<file path="src/hw/rtl/ece_pkg.sv">
package ece_pkg;

    localparam int ECE_MAX_NODES = 16;
    localparam int STATE_W       = 4;
    localparam int ROW_W         = 16;
    localparam int CFG_W         = 5;

    // Commands from the sequencer to the row store.
    typedef struct packed {
        logic               load;   // write one successor row
        logic               init;   // mask rows to the state count, add the self bit
        logic               step;   // one Warshall pivot over all rows
        logic               clear;  // wipe the store after a run
        logic [STATE_W-1:0] sel;    // pivot row or row to read out
        logic [STATE_W:0]   n;      // states in use, 1..rows
    } t_mat_ctrl;

endpackage

</file>
<file path="src/hw/rtl/ece_matrix.sv">
module ece_matrix #(
    parameter int MAX_NODES = ece_pkg::ECE_MAX_NODES,
    localparam int Rows = (MAX_NODES < ece_pkg::ROW_W) ? MAX_NODES : ece_pkg::ROW_W,
    localparam int IdxW = $clog2(Rows)
) (
    input  logic                           i_clk,
    input  logic                           i_rst_n,
    input  ece_pkg::t_mat_ctrl             i_ctrl,
    input  logic [ece_pkg::STATE_W-1:0]    i_wr_index,
    input  logic [ece_pkg::ROW_W-1:0]      i_wr_row,
    output logic [Rows-1:0]                o_rd_row
);
    import ece_pkg::*;

    logic [Rows-1:0] r_row [Rows];
    logic [Rows-1:0] pivot;
    logic [Rows-1:0] nmask;
    logic [IdxW-1:0] sel;

    assign sel      = i_ctrl.sel[IdxW-1:0];
    assign pivot    = r_row[sel];
    assign o_rd_row = pivot;

    always_comb begin
        for (int i = 0; i < Rows; i++) begin
            nmask[i] = ((STATE_W+1)'(i) < i_ctrl.n);
        end
    end

    always_ff @(posedge i_clk) begin
        if (!i_rst_n) begin
            for (int i = 0; i < Rows; i++) begin
                r_row[i] <= '0;
            end
        end else begin
            priority if (i_ctrl.clear) begin
                for (int i = 0; i < Rows; i++) begin
                    r_row[i] <= '0;
                end
            end else if (i_ctrl.init) begin
                for (int i = 0; i < Rows; i++) begin
                    if (nmask[i]) begin
                        r_row[i] <= (r_row[i] & nmask) | (Rows'(1) << i);
                    end
                end
            end else if (i_ctrl.step) begin
                // Row k is not changed by pivot k, so all rows update at once.
                for (int i = 0; i < Rows; i++) begin
                    if (r_row[i][sel]) begin
                        r_row[i] <= r_row[i] | pivot;
                    end
                end
            end else if (i_ctrl.load) begin
                if ({1'b0, i_wr_index} < (STATE_W+1)'(Rows)) begin
                    r_row[i_wr_index[IdxW-1:0]] <= i_wr_row[Rows-1:0];
                end
            end
        end
    end

endmodule

</file>
<file path="src/hw/rtl/ece_ctrl.sv">
module ece_ctrl #(
    parameter int MAX_NODES = ece_pkg::ECE_MAX_NODES,
    localparam int Rows = (MAX_NODES < ece_pkg::ROW_W) ? MAX_NODES : ece_pkg::ROW_W
) (
    input  logic                           i_clk,
    input  logic                           i_rst_n,
    input  logic                           i_start,
    input  logic                           i_last_row,
    input  logic                           i_cfg_valid,
    input  logic [ece_pkg::CFG_W-1:0]      i_cfg_data,
    input  logic [Rows-1:0]                i_rd_row,
    output ece_pkg::t_mat_ctrl             o_ctrl,
    output logic                           o_busy,
    output logic                           o_valid,
    output logic [ece_pkg::STATE_W-1:0]    o_closure_state,
    output logic [ece_pkg::ROW_W-1:0]      o_closure_row,
    output logic                           o_closure_last
);
    import ece_pkg::*;

    typedef enum logic [1:0] {
        S_IDLE,
        S_INIT,
        S_CLOSE,
        S_EMIT
    } t_state;

    t_state             r_state;
    logic [STATE_W-1:0] r_cnt;
    logic [CFG_W-1:0]   r_num_states;
    logic               r_valid;
    logic [STATE_W-1:0] r_out_state;
    logic [ROW_W-1:0]   r_out_row;
    logic               r_out_last;
    logic [STATE_W:0]   n_use;
    logic               cnt_last;

    always_comb begin
        if (r_num_states == '0) begin
            n_use = (STATE_W+1)'(1);
        end else if (r_num_states > CFG_W'(Rows)) begin
            n_use = (STATE_W+1)'(Rows);
        end else begin
            n_use = r_num_states;
        end
    end

    assign cnt_last = ({1'b0, r_cnt} == n_use - (STATE_W+1)'(1));

    always_comb begin
        o_ctrl       = '0;
        o_ctrl.n     = n_use;
        o_ctrl.sel   = r_cnt;
        o_ctrl.load  = i_start && (r_state == S_IDLE);
        o_ctrl.init  = (r_state == S_INIT);
        o_ctrl.step  = (r_state == S_CLOSE);
        o_ctrl.clear = (r_state == S_EMIT) && cnt_last;
    end

    always_ff @(posedge i_clk) begin
        if (!i_rst_n) begin
            r_state      <= S_IDLE;
            r_cnt        <= '0;
            r_num_states <= CFG_W'(16);
            r_valid      <= 1'b0;
            r_out_last   <= 1'b0;
        end else begin
            if (i_cfg_valid) begin
                r_num_states <= i_cfg_data;
            end
            r_valid    <= 1'b0;
            r_out_last <= 1'b0;
            unique case (r_state)
                S_IDLE: begin
                    if (i_start && i_last_row) begin
                        r_state <= S_INIT;
                    end
                end
                S_INIT: begin
                    r_cnt   <= '0;
                    r_state <= S_CLOSE;
                end
                S_CLOSE: begin
                    if (cnt_last) begin
                        r_cnt   <= '0;
                        r_state <= S_EMIT;
                    end else begin
                        r_cnt <= r_cnt + STATE_W'(1);
                    end
                end
                S_EMIT: begin
                    r_valid     <= 1'b1;
                    r_out_state <= r_cnt;
                    r_out_row   <= ROW_W'(i_rd_row);
                    r_out_last  <= cnt_last;
                    if (cnt_last) begin
                        r_cnt   <= '0;
                        r_state <= S_IDLE;
                    end else begin
                        r_cnt <= r_cnt + STATE_W'(1);
                    end
                end
                default: r_state <= S_IDLE;
            endcase
        end
    end

    assign o_busy          = (r_state != S_IDLE);
    assign o_valid         = r_valid;
    assign o_closure_state = r_out_state;
    assign o_closure_row   = r_out_row;
    assign o_closure_last  = r_out_last;

endmodule

</file>
<file path="src/hw/rtl/epsilon_closure_engine.sv">
// Row loads never stall; the block stays ready between them.
// A transaction with the last-row flag makes the block busy for a masking step, one
// Warshall pivot per state in use over all rows in parallel, and one readout per state.
// After the pivots the results come out one per cycle, and the final one comes with busy low.
// The receiver cannot stall; each result strobe lasts one cycle.
// Synchronous active-low reset clears the matrix and sets the state count to 16.
module epsilon_closure_engine #(
    parameter int MAX_NODES = ece_pkg::ECE_MAX_NODES
) (
    input  logic                           i_clk,
    input  logic                           i_rst_n,
    input  logic                           i_start,
    output logic                           o_busy,
    input  logic [ece_pkg::STATE_W-1:0]    i_state_index,
    input  logic [ece_pkg::ROW_W-1:0]      i_eps_row,
    input  logic                           i_last_row,
    output logic                           o_valid,
    output logic [ece_pkg::STATE_W-1:0]    o_closure_state,
    output logic [ece_pkg::ROW_W-1:0]      o_closure_row,
    output logic                           o_closure_last,
    input  logic                           i_cfg_valid,
    output logic                           o_cfg_ready,
    input  logic [ece_pkg::CFG_W-1:0]      i_cfg_data
);
    import ece_pkg::*;

    localparam int Rows = (MAX_NODES < ROW_W) ? MAX_NODES : ROW_W;

    t_mat_ctrl       mat_ctrl;
    logic [Rows-1:0] rd_row;

    assign o_cfg_ready = 1'b1;

    ece_ctrl #(
        .MAX_NODES(MAX_NODES)
    ) u_ctrl (
        .i_clk          (i_clk),
        .i_rst_n        (i_rst_n),
        .i_start        (i_start),
        .i_last_row     (i_last_row),
        .i_cfg_valid    (i_cfg_valid),
        .i_cfg_data     (i_cfg_data),
        .i_rd_row       (rd_row),
        .o_ctrl         (mat_ctrl),
        .o_busy         (o_busy),
        .o_valid        (o_valid),
        .o_closure_state(o_closure_state),
        .o_closure_row  (o_closure_row),
        .o_closure_last (o_closure_last)
    );

    ece_matrix #(
        .MAX_NODES(MAX_NODES)
    ) u_matrix (
        .i_clk     (i_clk),
        .i_rst_n   (i_rst_n),
        .i_ctrl    (mat_ctrl),
        .i_wr_index(i_state_index),
        .i_wr_row  (i_eps_row),
        .o_rd_row  (rd_row)
    );

    // Every result comes out of a closure pass that had the block busy.
    a_valid_after_busy: assert property (@(posedge i_clk) disable iff (!i_rst_n)
        o_valid |-> $past(o_busy))
        else $error("result strobe without a preceding closure pass");

    a_last_needs_valid: assert property (@(posedge i_clk) disable iff (!i_rst_n)
        o_closure_last |-> o_valid)
        else $error("last flag without a result strobe");

    // The closure is reflexive.
    a_self_in_closure: assert property (@(posedge i_clk) disable iff (!i_rst_n)
        o_valid |-> o_closure_row[o_closure_state])
        else $error("closure row misses its own state");

    a_idle_after_last: assert property (@(posedge i_clk) disable iff (!i_rst_n)
        (o_valid && o_closure_last) |-> !o_busy)
        else $error("block still busy after the final result");

endmodule
</file>
<file path="config.mk">
export PLATFORM = sky130hd
export DESIGN_NAME = epsilon_closure_engine
export DESIGN_NICKNAME = d
export VERILOG_FILES = /design/src/hw/rtl/ece_pkg.sv /design/src/hw/rtl/ece_matrix.sv /design/src/hw/rtl/ece_ctrl.sv /design/src/hw/rtl/epsilon_closure_engine.sv
export SDC_FILE = /design/constraint.sdc
export NUM_CORES = 1
export LEC_CHECK = 0
export BUFFER_PORTS_ARGS = -buffer_cell sky130_fd_sc_hd__buf_4
export CAP_MARGIN = 20
export CORE_UTILIZATION = 35
export CTS_CLUSTER_DIAMETER = 100
export DETAILED_ROUTE_END_ITERATION = 6
export PLACE_DENSITY_LB_ADDON = 0.3
export SYNTH_ARGS = -nofsm -noshare
export SYNTH_HDL_FRONTEND = slang
export SYNTH_SLANG_ARGS = --single-unit
</file>
<file path="constraint.sdc">
create_clock -name i_clk -period 4.79 [get_ports i_clk]
set_clock_uncertainty 0.15 [all_clocks]
set_input_delay 0.7185 -clock i_clk [delete_from_list [all_inputs] [get_ports i_clk]]
set_output_delay 0.7185 -clock i_clk [all_outputs]
set_load 0.005 [all_outputs]
</file>
==> insert_results.sql <==
INSERT INTO impl_metrics (metric_group, metric, value, unit) VALUES
('outcome', 'outcome', 'finished, final reports clean', ''),
('critical_path', 'maximum_single_stage_delay_on_the_critical_path', '0.79', 'ns'),
('clock_tree', 'postCtsSetupRepairBufs', '0', ''),
('pwr', 'share_comb_of_total_power', '0.378', ''),
('place', 'place_congestion', '1.18', ''),
('pwr', 'power.share.switching', '0.418', ''),
('clock_tree', 'cts-buffers-inserted', '36', ''),
('critical_path', 'crit_path_frequent_cell', 'sky130_fd_sc_hd__buf_4', ''),
('hold_path', 'worstHoldStart', 'i_cfg_data[4]', ''),
('synthesis', 'ys_seq_area_frac', '0.450', ''),
('grt', 'grt_antenna_before_repair', '2', ''),
('timing', 'period_minus_slack', '4.66', 'ns'),
('hold_path', 'timing.hold.worst.class', 'in -> reg', ''),
('timing', 'final.hold.worst_slack', '0.218', 'ns'),
('critical_path', 'cp.buffers_inverters', '4', ''),
('pwr', 'intPower', '6.45', 'mW'),
('clock_tree', 'clkSlewWorstSetupHoldPaths', '0.06', 'ns'),
('place', 'detailedPlacementHpwl', '61700', 'um'),
('grt', 'number_of_global_route_vias_before_repair', '16800', ''),
('layout', 'layout_cell_share_with_drive_strength_beyond_1', '0.192', ''),
('synthesis', 'post_syn_area', '19200', 'um^2'),
('synthesis', 'synth_async_sr_flop_share', '0', ''),
('die', 'core_area', '53900', 'um^2'),
('clock_tree', 'cts_resized', '0', ''),
('critical_path', 'path_depth_of_the_worst_reg2reg_path', '13', ''),
('critical_path', 'cp-start-kind', 'flip-flop', ''),
('layout', 'fin_nets', '1793', ''),
('critical_path', 'worst_path_max_delay_cell', 'sky130_fd_sc_hd__buf_4', ''),
('clock_tree', 'ctsLongestPathBuffers', '3', ''),
('layout', 'fillers', '5134', ''),
('routing', 'drt_via_density', '7.44', ''),
('clock_tree', 'tritoncts', 'built', ''),
('synthesis', 'yosys_warnings', '0', ''),
('die', 'io_pins', '54', ''),
('routing', 'drt_drc_violations_left', '0', ''),
('pwr', 'netSwitchingPower', '4.64', 'mW'),
('critical_path', 'ff2ff_setup_slack', '0.13', 'ns'),
('critical_path', 'timing.critical_path.arrival', '4.77', 'ns'),
('die', 'fp.dieH', '236', 'um'),
('flow_run', 'max_cap_violations', '0', ''),
('synthesis', 'synthesized_instance_count', '1762', ''),
('synthesis', 'synthFlopType', 'sky130_fd_sc_hd__edfxtp_1', ''),
('critical_path', 'cp-startpoint', 'u_ctrl.r_num_states[1]$_SDFFE_PN0P_', ''),
('synthesis', 'synth_area_leaders', 'sky130_fd_sc_hd__edfxtp_1 (43%), sky130_fd_sc_hd__mux4_2 (11%), sky130_fd_sc_hd__a31oi_1 (4.6%), sky130_fd_sc_hd__o22ai_1 (4.5%), sky130_fd_sc_hd__a22oi_1 (4.4%)', ''),
('timing', 'slew_viol_final', '0', ''),
('routing', 'route.vias.total', '18400', ''),
('place', 'placement.cell_area', '20300', 'um^2'),
('layout', 'syn_to_final_growth', '11.6', '%'),
('clock_tree', 'holdBufCountCts', '0', ''),
('synthesis', 'synth_area_leader_cell', 'sky130_fd_sc_hd__edfxtp_1', ''),
('die', 'dieWidth', '236', 'um'),
('routing', 'drt-total-wl', '91900', 'um'),
('place', 'numPortBuffers', '52', ''),
('synthesis', 'share_of_the_synthesized_area_in_the_top_cell_type', '0.433', ''),
('routing', 'detailedRoute.firstIterationViolations', '3712', ''),
('critical_path', 'worstReg2RegStart', 'u_ctrl.r_num_states[1]$_SDFFE_PN0P_', ''),
('critical_path', 'worst_r2r_endpoint', 'u_matrix.r_row[9][3]$_DFFE_PP_', ''),
('synthesis', 'synth.ff_latch_count', '293', ''),
('critical_path', 'crit_path_max_fanout', '83', ''),
('pwr', 'p_leak', '6.88', 'nW'),
('timing', 'finalSetupViolCount', '0', ''),
('clock_tree', 'clock_latency', '0.58', 'ns'),
('die', 'initial_cell_density_of_the_core', '0.355', ''),
('layout', 'final_design_area_no_fill', '21400', 'um^2'),
('synthesis', 'number_of_synthesized_flops_with_an_enable_pin', '276', ''),
('critical_path', 'path_cells', 'nor4_1, or2_2, inv_1, ha_1, nor2b_1, or4_1, a22oi_2, buf_4, a211oi_4, buf_4, a22oi_4, nand3_1, buf_4', ''),
('timing', 'clock.fmax', '214', 'MHz'),
('pwr', 'p_total', '11.1', 'mW'),
('synthesis', 'synthesis.area_per_instance', '10.9', 'um^2'),
('critical_path', 'cp-end-kind', 'flip-flop', ''),
('layout', 'multiInputGateArea', '9510', 'um^2');
through the flow:
| step | setup slack [ns] | TNS (ns) |
|---|---|---|
| floorplan | 1.10 | 0 |
| global placement | 0.328 | 0 |
| detailed placement | 0.285 | 0 |
| CTS | 0.271 | 0 |
| global route | -0.0562 | -2.12 |
| finish | 0.128 | 0 |
state kept, by name, indices dropped and copies added (netlist names), named ones only:
| name | cells |
|---|---|
| u_ctrl.o_closure_row | 16 |
| u_matrix.r_row | 256 |
| u_ctrl.r_num_states | 5 |
| u_ctrl.r_cnt | 4 |
| u_ctrl.o_valid | 1 |
| u_ctrl.r_state | 2 |
| u_ctrl.o_closure_last | 1 |
| u_ctrl.o_closure_state | 4 |
cell usage after synthesis (4+ instances only):
cell type,count
sky130_fd_sc_hd__o2bb2ai_1,17
sky130_fd_sc_hd__a21oi_1,145
sky130_fd_sc_hd__a221oi_1,4
sky130_fd_sc_hd__mux2i_1,70
sky130_fd_sc_hd__o211ai_1,14
sky130_fd_sc_hd__nand2_1,173
sky130_fd_sc_hd__edfxtp_1,276
sky130_fd_sc_hd__or3_1,6
sky130_fd_sc_hd__o211a_1,4
sky130_fd_sc_hd__nand2b_1,9
sky130_fd_sc_hd__nand3b_1,4
sky130_fd_sc_hd__a32o_1,15
sky130_fd_sc_hd__a221o_1,4
sky130_fd_sc_hd__or2_2,4
sky130_fd_sc_hd__nor2_1,48
sky130_fd_sc_hd__nor2b_1,16
sky130_fd_sc_hd__a22oi_2,5
sky130_fd_sc_hd__inv_1,7
sky130_fd_sc_hd__and3_1,5
sky130_fd_sc_hd__a21oi_2,4
sky130_fd_sc_hd__o21ai_0,71
sky130_fd_sc_hd__a22oi_1,113
sky130_fd_sc_hd__buf_4,16
sky130_fd_sc_hd__a21o_1,15
sky130_fd_sc_hd__dfxtp_1,17
sky130_fd_sc_hd__buf_6,11
sky130_fd_sc_hd__a211oi_2,9
sky130_fd_sc_hd__ha_1,7
sky130_fd_sc_hd__buf_2,86
sky130_fd_sc_hd__and2_1,11
sky130_fd_sc_hd__o21ai_1,6
sky130_fd_sc_hd__nand3_1,34
sky130_fd_sc_hd__nor3_1,5
sky130_fd_sc_hd__a31oi_1,141
sky130_fd_sc_hd__mux4_2,96
sky130_fd_sc_hd__clkbuf_1,72
sky130_fd_sc_hd__buf_1,14
sky130_fd_sc_hd__nand4_1,8
sky130_fd_sc_hd__o22ai_1,139
tightest hold or removal path: cells and delay by family:
| kind | cells | cell delay (ns) |
|---|---|---|
| simple gates | 1 | 0.06 |
| mux | 1 | 0.05 |
| buf+inv | 1 | 0.08 |
worst max-delay path by stage:
stage / to
after CTS: u_matrix.r_row[9][1]$_DFFE_PP_
after detailed placement: u_matrix.r_row[9][3]$_DFFE_PP_
after floorplan: u_matrix.r_row[9][0]$_DFFE_PP_
final: u_matrix.r_row[9][3]$_DFFE_PP_
after global routing: u_matrix.r_row[4][9]$_DFFE_PP_
after global placement: u_matrix.r_row[12][2]$_DFFE_PP_
cells in the final DEF, fill, tap and decap left out, types with 8 or more instances in the layout:
cell                        instances
sky130_fd_sc_hd__a32o_1            15
sky130_fd_sc_hd__nand3_1           34
sky130_fd_sc_hd__mux4_2            96
sky130_fd_sc_hd__nor2b_1           16
sky130_fd_sc_hd__o211ai_1          14
sky130_fd_sc_hd__clkinv_1          11
sky130_fd_sc_hd__o21ai_0           70
sky130_fd_sc_hd__o22ai_1          139
sky130_fd_sc_hd__a22oi_1          113
sky130_fd_sc_hd__a211oi_2           8
sky130_fd_sc_hd__nand2b_1           9
sky130_fd_sc_hd__dfxtp_1           14
sky130_fd_sc_hd__a31oi_1          141
sky130_fd_sc_hd__clkbuf_16         38
sky130_fd_sc_hd__and2_1            11
sky130_fd_sc_hd__nand2_1          173
sky130_fd_sc_hd__nand4_1            8
sky130_fd_sc_hd__buf_4            154
sky130_fd_sc_hd__mux2i_1           70
sky130_fd_sc_hd__a21oi_1          143
sky130_fd_sc_hd__edfxtp_1         276
sky130_fd_sc_hd__o2bb2ai_1         17
sky130_fd_sc_hd__a21o_1            15
sky130_fd_sc_hd__nor2_1            48
layout make-up:
class	instances	share of cell area
Sequential cell	293	0.404
Timing Repair Buffer	157	0.0565
Inverter	7	0.00123
Clock inverter	22	0.00650
Multi-Input combinational cell	1261	0.445
Clock buffer	43	0.0454
Tap cell	696	0.0408
Antenna cell	1	0.000117
per-layer routing:
| metal | vias up | track usage | routed length [um] |
|---|---|---|---|
| li1 | 7146 | - | - |
| met1 | 9077 | 0.411 | 32400 |
| met2 | 1819 | 0.455 | 37600 |
| met3 | 399 | 0.124 | 14700 |
| met4 | 4 | 0.205 | 7210 |
| met5 | - | 0 | 26 |
power by group through the flow:
| stage | sequential (mW) | combinational, mW | clock, mW |
|---|---|---|---|
| global route | 4.23 | 4.28 | 2.77 |
| floorplan | 3.86 | 2.53 | 0 |
| detailed placement | 4.21 | 3.94 | 0 |
| finish | 4.21 | 4.20 | 2.69 |
| global placement | 4.19 | 3.90 | 0 |
| CTS | 4.16 | 3.95 | 2.69 |
cell families (layout without fill, tap and decap cells):
kind of cell,count (synthesis),after routing,synth area share
adder cells (fa/ha/maj),7,7,0.00457
other,1,2,0.000196
flip-flops,293,293,0.450
AO/OA/AOI/OAI,738,738,0.255
buffers and inverters,208,229,0.0550
multiplexers,166,166,0.149
XOR/XNOR,4,4,0.00183
AND/OR/NAND/NOR,345,345,0.0838
Power figures use the tool's default switching activity.
